### src/design/xdr_pkg.sv
// ----------------------------------------------------------------------------
// xdr_pkg
// Shared constants and controller/datapath handshake types for the XOR-delta
// run-length decoder.
// ----------------------------------------------------------------------------
package xdr_pkg;

  localparam int BL_DEPTH = 4096;
  localparam int BL_AW    = $clog2(BL_DEPTH);
  localparam int BL_LW    = $clog2(BL_DEPTH + 1);
  localparam int BPR      = 8;

  localparam logic [31:0] FNV_INIT  = 32'h811C_9DC5;
  localparam logic [31:0] FNV_PRIME = 32'h0100_0193;
  localparam logic [3:0]  HDR_BYTES = 4'd9;
  localparam logic [7:0]  REPEAT_BIT = 8'h80;
  localparam logic [7:0]  LEN_MASK   = 8'h7F;

  localparam logic [1:0] MODE_CONTROL = 2'd0;
  localparam logic [1:0] MODE_LITERAL = 2'd1;
  localparam logic [1:0] MODE_REPEAT  = 2'd2;

  localparam logic [1:0] ST_OK        = 2'd0;
  localparam logic [1:0] ST_TRUNCATED = 2'd1;
  localparam logic [1:0] ST_CORRUPT   = 2'd2;
  localparam logic [1:0] ST_MISMATCH  = 2'd3;

  typedef struct packed {
    logic take;
    logic fold;
    logic emit_data;
    logic emit_status;
  } xdr_cmd_t;

  typedef struct packed {
    logic ecnt_zero;
    logic pack_full;
    logic pack_empty;
    logic status_due;
    logic out_free;
  } xdr_stat_t;

endpackage

### src/design/xdr_ctrl.sv
// ----------------------------------------------------------------------------
// xdr_ctrl
// Sequencer: takes items, steps the byte expansion and schedules results.
// ----------------------------------------------------------------------------
module xdr_ctrl (
  input  logic              clk,
  input  logic              rst_n,
  input  logic              in_valid,
  output logic              in_ready,
  input  xdr_pkg::xdr_stat_t st,
  output xdr_pkg::xdr_cmd_t  cmd
);
  import xdr_pkg::*;

  localparam logic [2:0] S_IDLE = 3'd0;
  localparam logic [2:0] S_EXP  = 3'd1;
  localparam logic [2:0] S_FOLD = 3'd2;
  localparam logic [2:0] S_EMD  = 3'd3;
  localparam logic [2:0] S_EMS  = 3'd4;

  logic [2:0] state_r, state_nxt;

  always_comb begin
    state_nxt = state_r;
    cmd       = '0;
    in_ready  = 1'b0;
    unique case (state_r)
      S_IDLE: begin
        in_ready = 1'b1;
        if (in_valid) begin
          cmd.take  = 1'b1;
          state_nxt = S_EXP;
        end
      end
      S_EXP: begin
        if (!st.ecnt_zero) begin
          state_nxt = st.pack_full ? S_EMD : S_FOLD;
        end else if (!st.pack_empty) begin
          state_nxt = S_EMD;
        end else if (st.status_due) begin
          state_nxt = S_EMS;
        end else begin
          state_nxt = S_IDLE;
        end
      end
      S_FOLD: begin
        cmd.fold  = 1'b1;
        state_nxt = S_EXP;
      end
      S_EMD: begin
        if (st.out_free) begin
          cmd.emit_data = 1'b1;
          state_nxt     = S_EXP;
        end
      end
      S_EMS: begin
        if (st.out_free) begin
          cmd.emit_status = 1'b1;
          state_nxt       = S_IDLE;
        end
      end
      default: state_nxt = S_IDLE;
    endcase
  end

  always_ff @(posedge clk) begin
    if (!rst_n) begin
      state_r <= S_IDLE;
    end else begin
      state_r <= state_nxt;
    end
  end

endmodule

### config.mk
export PLATFORM = sky130hd
export DESIGN_NAME = xdr_ctrl
export DESIGN_NICKNAME = d
export VERILOG_FILES = /design/src/design/xdr_pkg.sv /design/src/design/xdr_ctrl.sv
export SDC_FILE = /design/constraint.sdc
export NUM_CORES = 1
export LEC_CHECK = 0
export ABC_AREA = 1
export BUFFER_PORTS_ARGS = -buffer_cell sky130_fd_sc_hd__buf_2
export CAP_MARGIN = 15
export CORE_AREA = 2 2 39 41
export CTS_BUF_LIST = sky130_fd_sc_hd__clkbuf_8
export CTS_CLUSTER_DIAMETER = 120
export DETAILED_ROUTE_END_ITERATION = 6
export DIE_AREA = 0 0 41 43
export PLACE_DENSITY_LB_ADDON = 0.08
export SYNTH_ARGS = -nofsm -noshare
export SYNTH_HDL_FRONTEND = slang
export SYNTH_SLANG_ARGS = --single-unit
### constraint.sdc
create_clock -name clk -period 1.7 [get_ports clk]
set_clock_uncertainty 0.2 [all_clocks]
set_input_delay 0.17 -clock clk [delete_from_list [all_inputs] [get_ports clk]]
set_output_delay 0.17 -clock clk [all_outputs]
set_load 0.05 [all_outputs]
# After elaboration in Yosys (flattened, before gate mapping)

Index checks and enable logic that the tools add are counted.

Output and inout bits: 5
Register bits after elaboration: 3

Reduce and logical (&&, ||, !) cells: 2
Eq/ne operators: 7
Muxes and demuxes: 15

Operators by type and width:

| operator             | number |
|---|---|
| $mux W3              | 6 |
| $pmux W3 S5          | 1 |
| $mux W1              | 8 |
| $eq A3 B2 Y1 const B | 2 |
| $ne A2 B2 Y1 const B | 3 |
| $eq A3 B1 Y1 const B | 1 |
| $eq A3 B3 Y1 const B | 1 |
| $logic_not A3 Y1     | 1 |
| $reduce_and A3 Y1    | 1 |

# Longest topological paths before layout

Gate-level depths: netlist of run 1.

Word-level depth: 4
Depth in mapped cells: 7
Mapped depth without buffers: 7

# Worst setup path before layout of run 1

Ideal clock, no wire load.

Path kind: register -> output
Start point: register state_r[2]
End point: output cmd[0] (netlist name)
Arrival time: 1.963 ns
Buffers on the path: 0
Stages on the path, launching flop included: 3
Setup slack: -0.633 ns
Path through: dfxtp_1 inv_2 nor4_1

RTL lines:

| item                   | line           | RTL |
|---|---|---|
| start, declared        | xdr_ctrl.sv:21 | `logic [2:0] state_r, state_nxt;` |
| start signal, assigned | xdr_ctrl.sv:70 | `state_r <= state_nxt;` |
| end, declared          | xdr_ctrl.sv:11 | `output xdr_pkg::xdr_cmd_t cmd` |

==> out/summary.md, run 1 <==
## Status
* status: finished, final reports clean

## Final layout
* Biggest register: state_r
* layout cell share with drive strength beyond 1: 36.54%
* layout filler cell count: 167
* n_diodes: 0
* number of flip-flops under the largest register name: 3
* synth-to-layout area growth: 77.85%
* fin nets: 61
* registers with the highest flip-flop counts: state_r (3)
* most used cells in the layout excluding fill and tap cells: buf_2, inv_1, nand2_1
* most common cell after layout, fill and taps aside: buf_2
* finished layout cell area: 351.6 um^2

## Synth
* Yosys reg bits: 3
* number of unique standard cell types used by synthesis: 11
* Yosys warning count: 0
* Post-Synthesis Cells: 35
* sequential area share after synthesis: 30.38%
* area of the mapped netlist: 197.7 um^2
* mean instance size in the synthesized netlist: 5.648 um^2
* synthesized netlist net count: 43

## Worst setup path
* Crit Path Category: flip-flop to output port
* Critical Path Max Stage Delay: 0.48 ns
* cell breakdown of the critical path: inv_2, nor4_2, buf_2
* Worst Reg2Reg Path Length in Cells: 7
* kind of capture point of the worst setup path: output port
* Worst Setup Start Kind: flip-flop
* startpoint of the lowest-slack register-to-register path: state_r[0]$_SDFFE_PN0P_
* cell at the slowest stage of the critical path: dfxtp_1
* required time of the critical path: 1.33 ns
* terminus of the critical flop-to-flop path: state_r[0]$_SDFFE_PN0P_
* arrival time of data at the critical path endpoint: 1.26 ns
* reg-to-reg setup timing slack: 0.42 ns
* CP max FO: 7

## Clock tree
* Clk pin slew, worst setup/hold paths: 0.03 ns
* buffers from clock root to sink, at most: 2
* clock tree from TritonCTS: built
* clock buffers created by TritonCTS: 3
* clock root buffer: clkbuf_8
* count of H-tree levels built during CTS: 1
* CTS sink cnt: 3
* Skew-Pair Late Insertion Delay: 0.22 ns

## Detailed routing
* post-route DRC violation count: 0
* number of optimization iterations in the first detailed-route pass: 2
* post-detailed-routing wire length: 610 um
* post-route antenna net violation count: 0
* WL per Instance: 8.971 um
* overall via count from detail_route: 269
* Iteration-0 DRC Markers: 2
* via/cell ratio: 3.956

## Place
* placed cell areas: 294.0 um^2
* half-perimeter wire length after placement: 455.6 um
* count of port buffers added during placement: 12
* final weighted congestion in routability-driven placement: 0.6220

## STA
* final critical-path required period: 1.633 ns
* final period utilization: 96.08%
* unrepaired setup endpoints after global routing: false
* final hold viol count: 0
* slew at the pin closest to its max-slew limit: 0.2936 ns
* Finish-stage setup viols: 0
* final count of pins violating max slew: 0
* Worst slew margin: 80.40%
* post-route worst hold slack: 0.02387 ns
* Fmax achieved: 612.2 MHz

## Global route
* global-route wire length before repair: 972 um
* vias in the first global route: 252
* All-Layer GR Usage: 8.626%
* total congestion overflow after global routing: 0
* largest net degree at the start of global routing: 8
* number of antenna violations at the first check in global routing: 0

## Min path
* start point of the worst hold path: st[1]
* Worst Hold Path EP: state_r[2]$_SDFFE_PN0P_
* worst min path class: input port to flip-flop
* instance count along the most critical hold path: 3

## Floorplan
* die area: 1763 um^2
* number of ports placed on the die boundary: 13
* Die Ht: 43 um
* row count: 14
* starting density of the core: 14.29%
* die width: 41 um
* placeable core region: 1384 um^2

## Power and ir drop
* power density of the placed cells: 1101 nW/um^2
* leakage: 0.1897 nW
* worst vdd rail ir drop: 0.4286 mV
* total chip power: 0.0003871 W

## Flow run
* count of max-cap constraint violations: 0

cells in the mapped netlist, drive strengths merged:
master / instances / area (um^2)
o21ai: 1 / 5.000
dfxtp: 3 / 60.06
inv: 7 / 26.27
a21oi: 3 / 15.01
nor2: 6 / 22.52
nand4: 1 / 6.260
nor3: 3 / 15.01
nor4: 1 / 6.260
nand2: 7 / 26.28
nand3: 3 / 15.01
what timing repair did:
action,4_1_cts,5_1_grt
resized for setup,0,1
endpoints found under the hold margin,1,0
endpoints found under the setup margin,0,1
hold buffers,1,0
buffers inserted,0,0
report_power, final:
| group | internal, W | switching (W) |
|---|---|---|
| clock network | 0.000154 | 0.0000504 |
| logic | 0.0000292 | 0.0000664 |
| registers | 0.0000768 | 0.0000103 |
| total | 0.000260 | 0.000127 |
per-layer routing:
| metal | global-route usage (%) | up-vias | wire length, um |
|---|---|---|---|
| met3 | 1.571 | 2 | 49 |
| met5 | 0 | - | 0 |
| li1 | - | 146 | - |
| met4 | 8.000 | 0 | 20 |
| met2 | 12.50 | 10 | 289 |
| met1 | 9.936 | 111 | 251 |
how the worst max path moves through the flow:
| stage | from | cells past startpoint | endpoint | slack (ns) |
|---|---|---|---|---|
| floorplan | state_r[2]$_SDFFE_PN0P_ | 2 | cmd[0] | -0.1 |
| finish | state_r[2]$_SDFFE_PN0P_ | 3 | cmd[0] | 0.07 |
| global placement | state_r[2]$_SDFFE_PN0P_ | 3 | cmd[0] | 0.31 |
| CTS | state_r[2]$_SDFFE_PN0P_ | 3 | cmd[0] | 0.05 |
| global route | state_r[2]$_SDFFE_PN0P_ | 3 | cmd[0] | 0.003 |
| detailed placement | state_r[2]$_SDFFE_PN0P_ | 3 | cmd[0] | 0.29 |
critical path: cells and delay by family (launching register included):
family                 cells  cell delay, ns
DFF                        1            0.48
buffers and inverters      2            0.37
and+or+nand+nor            1            0.19
cell families (layout without fill, tap and decap cells):
family	Yosys count	after routing	share of synthesized area [%]
AO/OA/AOI/OAI	4	4	10.12
flip-flops	3	3	30.38
AND/OR/NAND/NOR	21	21	46.20
buffers and inverters	7	24	13.29
per-stage QoR:
stage	setup TNS (ns)	setup WS (ns)	utilization, %	cells
2_1_floorplan	-0.09695	-0.09695	-	35
3_3_place_gp	0	0.3122	21.25	63
3_5_place_dp	0	0.2905	21.25	63
4_1_cts	0	0.05200	25.23	68
5_1_grt	0	0.002719	25.41	68
6_report	0	0.06660	25.41	68
cell type report:
type	count	area, um^2	area share (%)
Clock buffer	3	41.29	11.74
Multi-Input combinational cell	25	127.6	36.30
Clock inverter	1	3.754	1.068
Sequential cell	3	60.06	17.08
Tap cell	16	20.02	5.694
Timing Repair Buffer	13	72.57	20.64
Inverter	7	26.28	7.473
(Power assumes the default switching activity.)
==> run 2, diff against run 1 <==
--- a/config.mk
+++ b/config.mk
@@ -14,6 +14,7 @@
 export DETAILED_ROUTE_END_ITERATION = 6
 export DIE_AREA = 0 0 41 43
 export PLACE_DENSITY_LB_ADDON = 0.08
+export RECOVER_POWER = 100
 export SYNTH_ARGS = -nofsm -noshare
 export SYNTH_HDL_FRONTEND = slang
 export SYNTH_SLANG_ARGS = --single-unit
==> run 2 against run 1 <==
Non-clock buffer count stayed put. Final area stayed put. Die area stayed put. Via count stayed put. Combinational power hardly changed. Cell count stayed put. Largest power group unchanged. Sequential share of layout area stayed put. Global-route usage stayed put. Critical path depth stayed put. Critical path type unchanged.
==> out/summary.md, run 2 (synthesized netlist as in run 1, its figures left out) <==
## Status
* status: finished, final reports clean, unchanged

## Floorplan
* starting density of the core: 14.29%, unchanged
* row count: 14, unchanged
* number of ports placed on the die boundary: 13, unchanged
* placeable core region: 1384 um^2, unchanged
* die area: 1763 um^2, unchanged
* Die Ht: 43 um, unchanged
* die width: 41 um, unchanged

## STA
* slew at the pin closest to its max-slew limit: 0.2936 ns, unchanged
* Fmax achieved: 612.2 MHz, unchanged
* crit path setup slack, layout: 0.06660 ns, unchanged
* final period utilization: 96.08%, unchanged
* final critical-path required period: 1.633 ns, unchanged
* Worst slew margin: 80.40%, unchanged
* final count of pins violating max slew: 0, unchanged
* unrepaired setup endpoints after global routing: false, unchanged
* Finish-stage setup viols: 0, unchanged
* final hold viol count: 0, unchanged

## Clock tree
* Skew-Pair Late Insertion Delay: 0.22 ns, about the same
* Clk pin slew, worst setup/hold paths: 0.03 ns, about the same
* clock buffers created by TritonCTS: 3, unchanged
* CTS sink cnt: 3, unchanged
* setup repair bufs after CTS: 0, unchanged
* count of H-tree levels built during CTS: 1, unchanged
* clock root buffer: clkbuf_8, unchanged
* buffers from clock root to sink, at most: 2, unchanged
* clock tree from TritonCTS: built, unchanged

## Place
* half-perimeter wire length after placement: 455.6 um, unchanged
* count of port buffers added during placement: 12, unchanged
* pre-CTS worst setup slack: 0.2905 ns, unchanged
* final weighted congestion in routability-driven placement: 0.6220, unchanged

## Detailed routing
* Iteration-0 DRC Markers: 2, unchanged
* detailed route wirelength on metal2: 287 um, was 289 um
* overall via count from detail_route: 269, unchanged
* via/cell ratio: 3.956, unchanged
* post-route DRC violation count: 0, unchanged
* highest metal layer used by the detailed router: met4, unchanged
* WL per Instance: 8.912 um, was 8.971 um
* wire length the detailed router placed on met1: 250 um, was 251 um
* wire length on met3: 48 um, was 49 um
* post-detailed-routing wire length: 606 um, was 610 um
* post-route antenna net violation count: 0, unchanged
* number of optimization iterations in the first detailed-route pass: 2, unchanged

## Worst setup path
* number of buffer and inverter stages on the critical path: 2, unchanged
* Worst Setup Start Kind: flip-flop, unchanged
* arrival time of data at the critical path endpoint: 1.26 ns, about the same
* Critical Path Max Stage Delay: 0.48 ns, about the same
* kind of capture point of the worst setup path: output port, unchanged
* required time of the critical path: 1.33 ns, about the same
* cell at the slowest stage of the critical path: dfxtp_1, unchanged
* CP max FO: 7, unchanged
* Crit Path Category: flip-flop to output port, unchanged
* CP delay by family, top: flip-flops, unchanged
* cell breakdown of the critical path: inv_2, nor4_2, buf_2, unchanged

## Final layout
* Biggest register: state_r, unchanged
* registers with the highest flip-flop counts: state_r (3), unchanged
* n_diodes: 0, unchanged
* number of flip-flops under the largest register name: 3, unchanged
* layout cell share with drive strength beyond 1: 36.54%, unchanged
* most used cells in the layout excluding fill and tap cells: buf_2, inv_1, nand2_1, unchanged
* synth-to-layout area growth: 77.85%, unchanged
* end-of-flow core utilization: 25.41%, unchanged
* most common cell after layout, fill and taps aside: buf_2, unchanged
* fin nets: 61, unchanged

## Power and ir drop
* part of the total power dissipated in sequential elements: 22.5%, about the same
* relative contribution of combinational cells to total power: 24.7%, about the same
* internal power contribution: 0.0002598 W, was 0.0002600 W
* power density of the placed cells: 1101 nW/um^2, about the same
* Sw Pwr: 0.0001272 W, was 0.0001271 W
* Clock Power Share: 52.8%, about the same
* switching share of power: 32.87%, was 32.84%
* leakage: 0.1884 nW, was 0.1897 nW
* worst vdd rail ir drop: 0.4286 mV, about the same

## Global route
* largest net degree at the start of global routing: 8, unchanged
* total congestion overflow after global routing: 0, unchanged
* number of antenna violations at the first check in global routing: 0, unchanged
* vias in the first global route: 252, unchanged
* global-route wire length before repair: 972 um, unchanged
* All-Layer GR Usage: 8.626%, unchanged

## Min path
* worst min path class: input port to flip-flop, unchanged

## Flow run
* count of max-cap constraint violations: 0, unchanged

[run 2: cell types whose count changed in the layout (fill, tap and decap cells not counted), sizes merged]
cell and change:
buf -3, clkbuf +3
[run 2: metrics by stage]
step                hold slack [ns]  total power [W]  instance area [um^2]  instances  setup TNS (ns)
floorplan                   0.09045        0.0001548                 214.0         35        -0.09695
global placement             0.2265        0.0001807                 294.0         63               0
detailed placement           0.2282        0.0001813                 294.0         63               0
CTS                         0.02288        0.0003949                 349.1         68               0
global route                0.02865        0.0004069                 351.6         68               0
finish                      0.02387        0.0003870                 351.6         68               0
[run 2: cell type report]
type	instances	area, um^2
timing repair buffer	13	72.57
sequential	3	60.06
clock inverter	1	3.754
tap	16	20.02
clock buffer	3	41.29
multi-input combinational	25	127.6
inverter	7	26.28
fill	167	1032
[run 2: worst reg2reg max path, delay by kind of cell, from the launching register on]
kind | cells | cell delay, ns
and+or+nand+nor | 7 | 0.55
DFF | 1 | 0.43
[run 2: metal layers]
layer	up-vias	GRT usage, %
met5	-	0
met4	0	8.000
met3	2	1.571
met2	10	12.50
met1	111	9.936
li1	146	-
[run 2: power groups by stage]
stage | Combinational [W] | Clock (W) | Sequential (W)
6_report | 0.0000955 | 0.000204 | 0.0000871
4_1_cts | 0.0000951 | 0.000213 | 0.0000870
3_3_place_gp | 0.0000929 | 0 | 0.0000878
3_5_place_dp | 0.0000932 | 0 | 0.0000881
5_1_grt | 0.000106 | 0.000213 | 0.0000879
2_1_floorplan | 0.0000695 | 0 | 0.0000853
[run 2: timing repair]
item / 4_1_cts / 5_1_grt
endpoints found under the hold margin: 1 / 0
hold buffers: 1 / 0
setup endpoints to repair: 0 / 1
resized for setup: 0 / 1
[run 2: path summary, 6_finish.rpt]
path                             endpoint  depth (start not counted)                     from  slack [ns]
setup reg to reg  state_r[0]$_SDFFE_PN0P_                          7  state_r[0]$_SDFFE_PN0P_        0.42
hold / removal    state_r[2]$_SDFFE_PN0P_                          3                    st[1]        0.02
hold reg to reg   state_r[2]$_SDFFE_PN0P_                          2  state_r[2]$_SDFFE_PN0P_        0.44
setup / recovery                   cmd[0]                          3  state_r[2]$_SDFFE_PN0P_        0.07
==> run 3, diff against run 2 <==
==> constraint.sdc (replaced) <==
create_clock -name clk -period 1.8 [get_ports clk]
set_clock_uncertainty 0.2 [all_clocks]
set_input_delay 0.18 -clock clk [delete_from_list [all_inputs] [get_ports clk]]
set_output_delay 0.18 -clock clk [all_outputs]
set_load 0.05 [all_outputs]
==> run 3 against run 2 <==
Critical path depth unchanged. Final area down 3.6%. Combinational power down 8.8%. Flip-flop and latch count unchanged. Clock power down 5%. Global-route usage down 0.10 points. Sequential power down 5.5%. Worst hold slack worse by 0.015 ns. Die area unchanged. Count of clock-buffer cells in the layout unchanged. Utilization down 0.90 points. Largest power group unchanged. Highest routed layer unchanged.
==> out/summary.md, run 3 (synthesized netlist as in run 1, its figures left out) <==
## Detailed routing
* WL per Instance: 9.000 um, was 8.912 um
* post-route DRC violation count: 0, unchanged
* post-route antenna net violation count: 0, unchanged
* number of optimization iterations in the first detailed-route pass: 2, unchanged
* via/cell ratio: 3.955, was 3.956
* post-detailed-routing wire length: 603 um, was 606 um
* overall via count from detail_route: 265, was 269
* Iteration-0 DRC Markers: 2, unchanged

## Final layout
* fin nets: 60, was 61
* most used cells in the layout excluding fill and tap cells: inv_1, nand2_1, buf_2, was buf_2, inv_1, nand2_1
* n_diodes: 0, unchanged
* Biggest register: state_r, unchanged
* synth-to-layout area growth: 71.52%, was 77.85%
* registers with the highest flip-flop counts: state_r (3), unchanged
* number of flip-flops under the largest register name: 3, unchanged
* layout cell share with drive strength beyond 1: 37.25%, was 36.54%

## Clock tree
* Skew-Pair Late Insertion Delay: 0.22 ns, about the same
* CTS sink cnt: 3, unchanged
* clock buffers created by TritonCTS: 3, unchanged
* buffers from clock root to sink, at most: 2, unchanged
* clock tree from TritonCTS: built, unchanged
* clock root buffer: clkbuf_8, unchanged
* count of H-tree levels built during CTS: 1, unchanged
* setup repair bufs after CTS: 0, unchanged
* number of buffers inserted by hold repair at cts: 0, was 1
* post-CTS resize count: 0, unchanged
* Clk pin slew, worst setup/hold paths: 0.03 ns, about the same

## STA
* post-route worst hold slack: 0.008807 ns, was 0.02387 ns
* final critical-path required period: 1.668 ns
* Fmax achieved: 599.4 MHz
* final hold viol count: 0, unchanged
* crit path setup slack, layout: 0.1316 ns, was 0.06660 ns
* final count of pins violating max slew: 0, unchanged
* slew at the pin closest to its max-slew limit: 0.2936 ns, unchanged
* sum of negative setup slack: 0 ns, unchanged
* Finish-stage setup viols: 0, unchanged
* final period utilization: 92.69%
* Worst slew margin: 80.40%, unchanged
* unrepaired setup endpoints after global routing: false, unchanged

## Status
* status: finished, final reports clean, unchanged

## Worst setup path
* Crit Path Category: flip-flop to output port, unchanged
* cell at the slowest stage of the critical path: dfxtp_1, unchanged
* arrival time of data at the critical path endpoint: 1.29 ns, was 1.26 ns
* reg-to-reg setup timing slack: 0.52 ns, was 0.42 ns
* CP max FO: 7, unchanged
* Worst Setup Start Kind: flip-flop, unchanged
* Critical Path Max Stage Delay: 0.48 ns, about the same
* startpoint of the lowest-slack register-to-register path: state_r[0]$_SDFFE_PN0P_, unchanged
* cell breakdown of the critical path: inv_2, nor4_2, clkbuf_2, was inv_2, nor4_2, buf_2
* required time of the critical path: 1.42 ns, was 1.33 ns
* kind of capture point of the worst setup path: output port, unchanged
* terminus of the critical flop-to-flop path: state_r[0]$_SDFFE_PN0P_, unchanged
* Worst Reg2Reg Path Length in Cells: 7, unchanged

## Power and ir drop
* leakage: 0.1829 nW, was 0.1884 nW
* power density of the placed cells: 1069 nW/um^2, was 1101 nW/um^2
* internal power contribution: 0.0002426 W, was 0.0002598 W
* worst vdd rail ir drop: 0.4033 mV, was 0.4286 mV
* switching share of power: 33.06%, was 32.87%
* Clock Power Share: 53.3%, was 52.8%
* relative contribution of combinational cells to total power: 24.0%, was 24.7%
* Sw Pwr: 0.0001198 W, was 0.0001272 W
* part of the total power dissipated in sequential elements: 22.7%, was 22.5%

## Global route
* vias in the first global route: 250, was 252
* met2 Usage GRT: 12.50%, unchanged
* largest net degree at the start of global routing: 8, unchanged
* All-Layer GR Usage: 8.526%, was 8.626%
* total congestion overflow after global routing: 0, unchanged
* met1 GRT Util: 9.615%, was 9.936%
* global-route wire length before repair: 959 um, was 972 um
* global-route met3 utilization: 1.571%, unchanged
* global-route layer with the greatest usage: met2, unchanged
* number of antenna violations at the first check in global routing: 0, unchanged

## Place
* half-perimeter wire length after placement: 455.6 um, unchanged
* pre-CTS worst setup slack: 0.3805 ns, was 0.2905 ns
* count of port buffers added during placement: 12, unchanged
* final weighted congestion in routability-driven placement: 0.6220, unchanged

## Floorplan
* starting density of the core: 14.29%, unchanged
* row count: 14, unchanged
* number of ports placed on the die boundary: 13, unchanged
* die width: 41 um, unchanged
* placeable core region: 1384 um^2, unchanged
* die area: 1763 um^2, unchanged
* Die Ht: 43 um, unchanged

## Flow run
* count of max-cap constraint violations: 0, unchanged

## Min path
* Worst Hold Path EP: state_r[0]$_SDFFE_PN0P_, was state_r[2]$_SDFFE_PN0P_
* worst min path class: input port to flip-flop, unchanged
* start point of the worst hold path: rst_n, was st[1]
* instance count along the most critical hold path: 3, unchanged

[run 3: area by class of cell]
class / count / area, um^2
Clock buffer: 3 / 41.29
Clock inverter: 1 / 3.754
Fill cell: 168 / 1045
Inverter: 7 / 26.28
Multi-Input combinational cell: 25 / 127.6
Sequential cell: 3 / 60.06
Tap cell: 16 / 20.02
Timing Repair Buffer: 12 / 60.06
[run 3: how the worst max path moves through the flow]
| stage | start | end | slack [ns] |
|---|---|---|---|
| 3_5_place_dp | state_r[2]$_SDFFE_PN0P_ | cmd[0] | 0.38 |
| 4_1_cts | state_r[2]$_SDFFE_PN0P_ | cmd[0] | 0.14 |
| 6_report | state_r[2]$_SDFFE_PN0P_ | cmd[0] | 0.13 |
| 2_1_floorplan | state_r[2]$_SDFFE_PN0P_ | cmd[0] | -0.007 |
| 3_3_place_gp | state_r[2]$_SDFFE_PN0P_ | cmd[0] | 0.40 |
| 5_1_grt | state_r[1]$_SDFFE_PN0P_ | cmd[3] | 0.07 |
[run 3: per-layer routing]
metal	wire (um)	vias to the layer above	share of wire [%]
met5	0	-	0
met4	20	0	3.3
met3	48	2	8.0
met2	288	10	48
met1	246	109	41
li1	-	144	-
[run 3: worst max-delay path, delay by kind of cell, from the launching register on]
family / cells / cell delay (ns)
DFF: 1 / 0.48
and+or+nand+nor: 1 / 0.20
buffers and inverters: 2 / 0.39
[run 3: stage by stage]
stage / utilization (%) / power (W) / cell area, um^2 / instances
5_1_grt: 24.50 / 0.0003811 / 339.1 / 67
3_3_place_gp: 21.25 / 0.0001707 / 294.0 / 63
4_1_cts: 24.50 / 0.0003713 / 339.1 / 67
3_5_place_dp: 21.25 / 0.0001712 / 294.0 / 63
6_report: 24.50 / 0.0003624 / 339.1 / 67
2_1_floorplan: - / 0.0001462 / 214.0 / 35
[run 3: power groups by stage]
stage                     Clock [W]  Sequential, W  Combinational, W
after global placement            0      0.0000829         0.0000877
after floorplan                   0      0.0000805         0.0000657
after global routing       0.000201      0.0000830         0.0000967
final                      0.000193      0.0000823         0.0000871
after detailed placement          0      0.0000832         0.0000880
after CTS                  0.000201      0.0000822         0.0000881
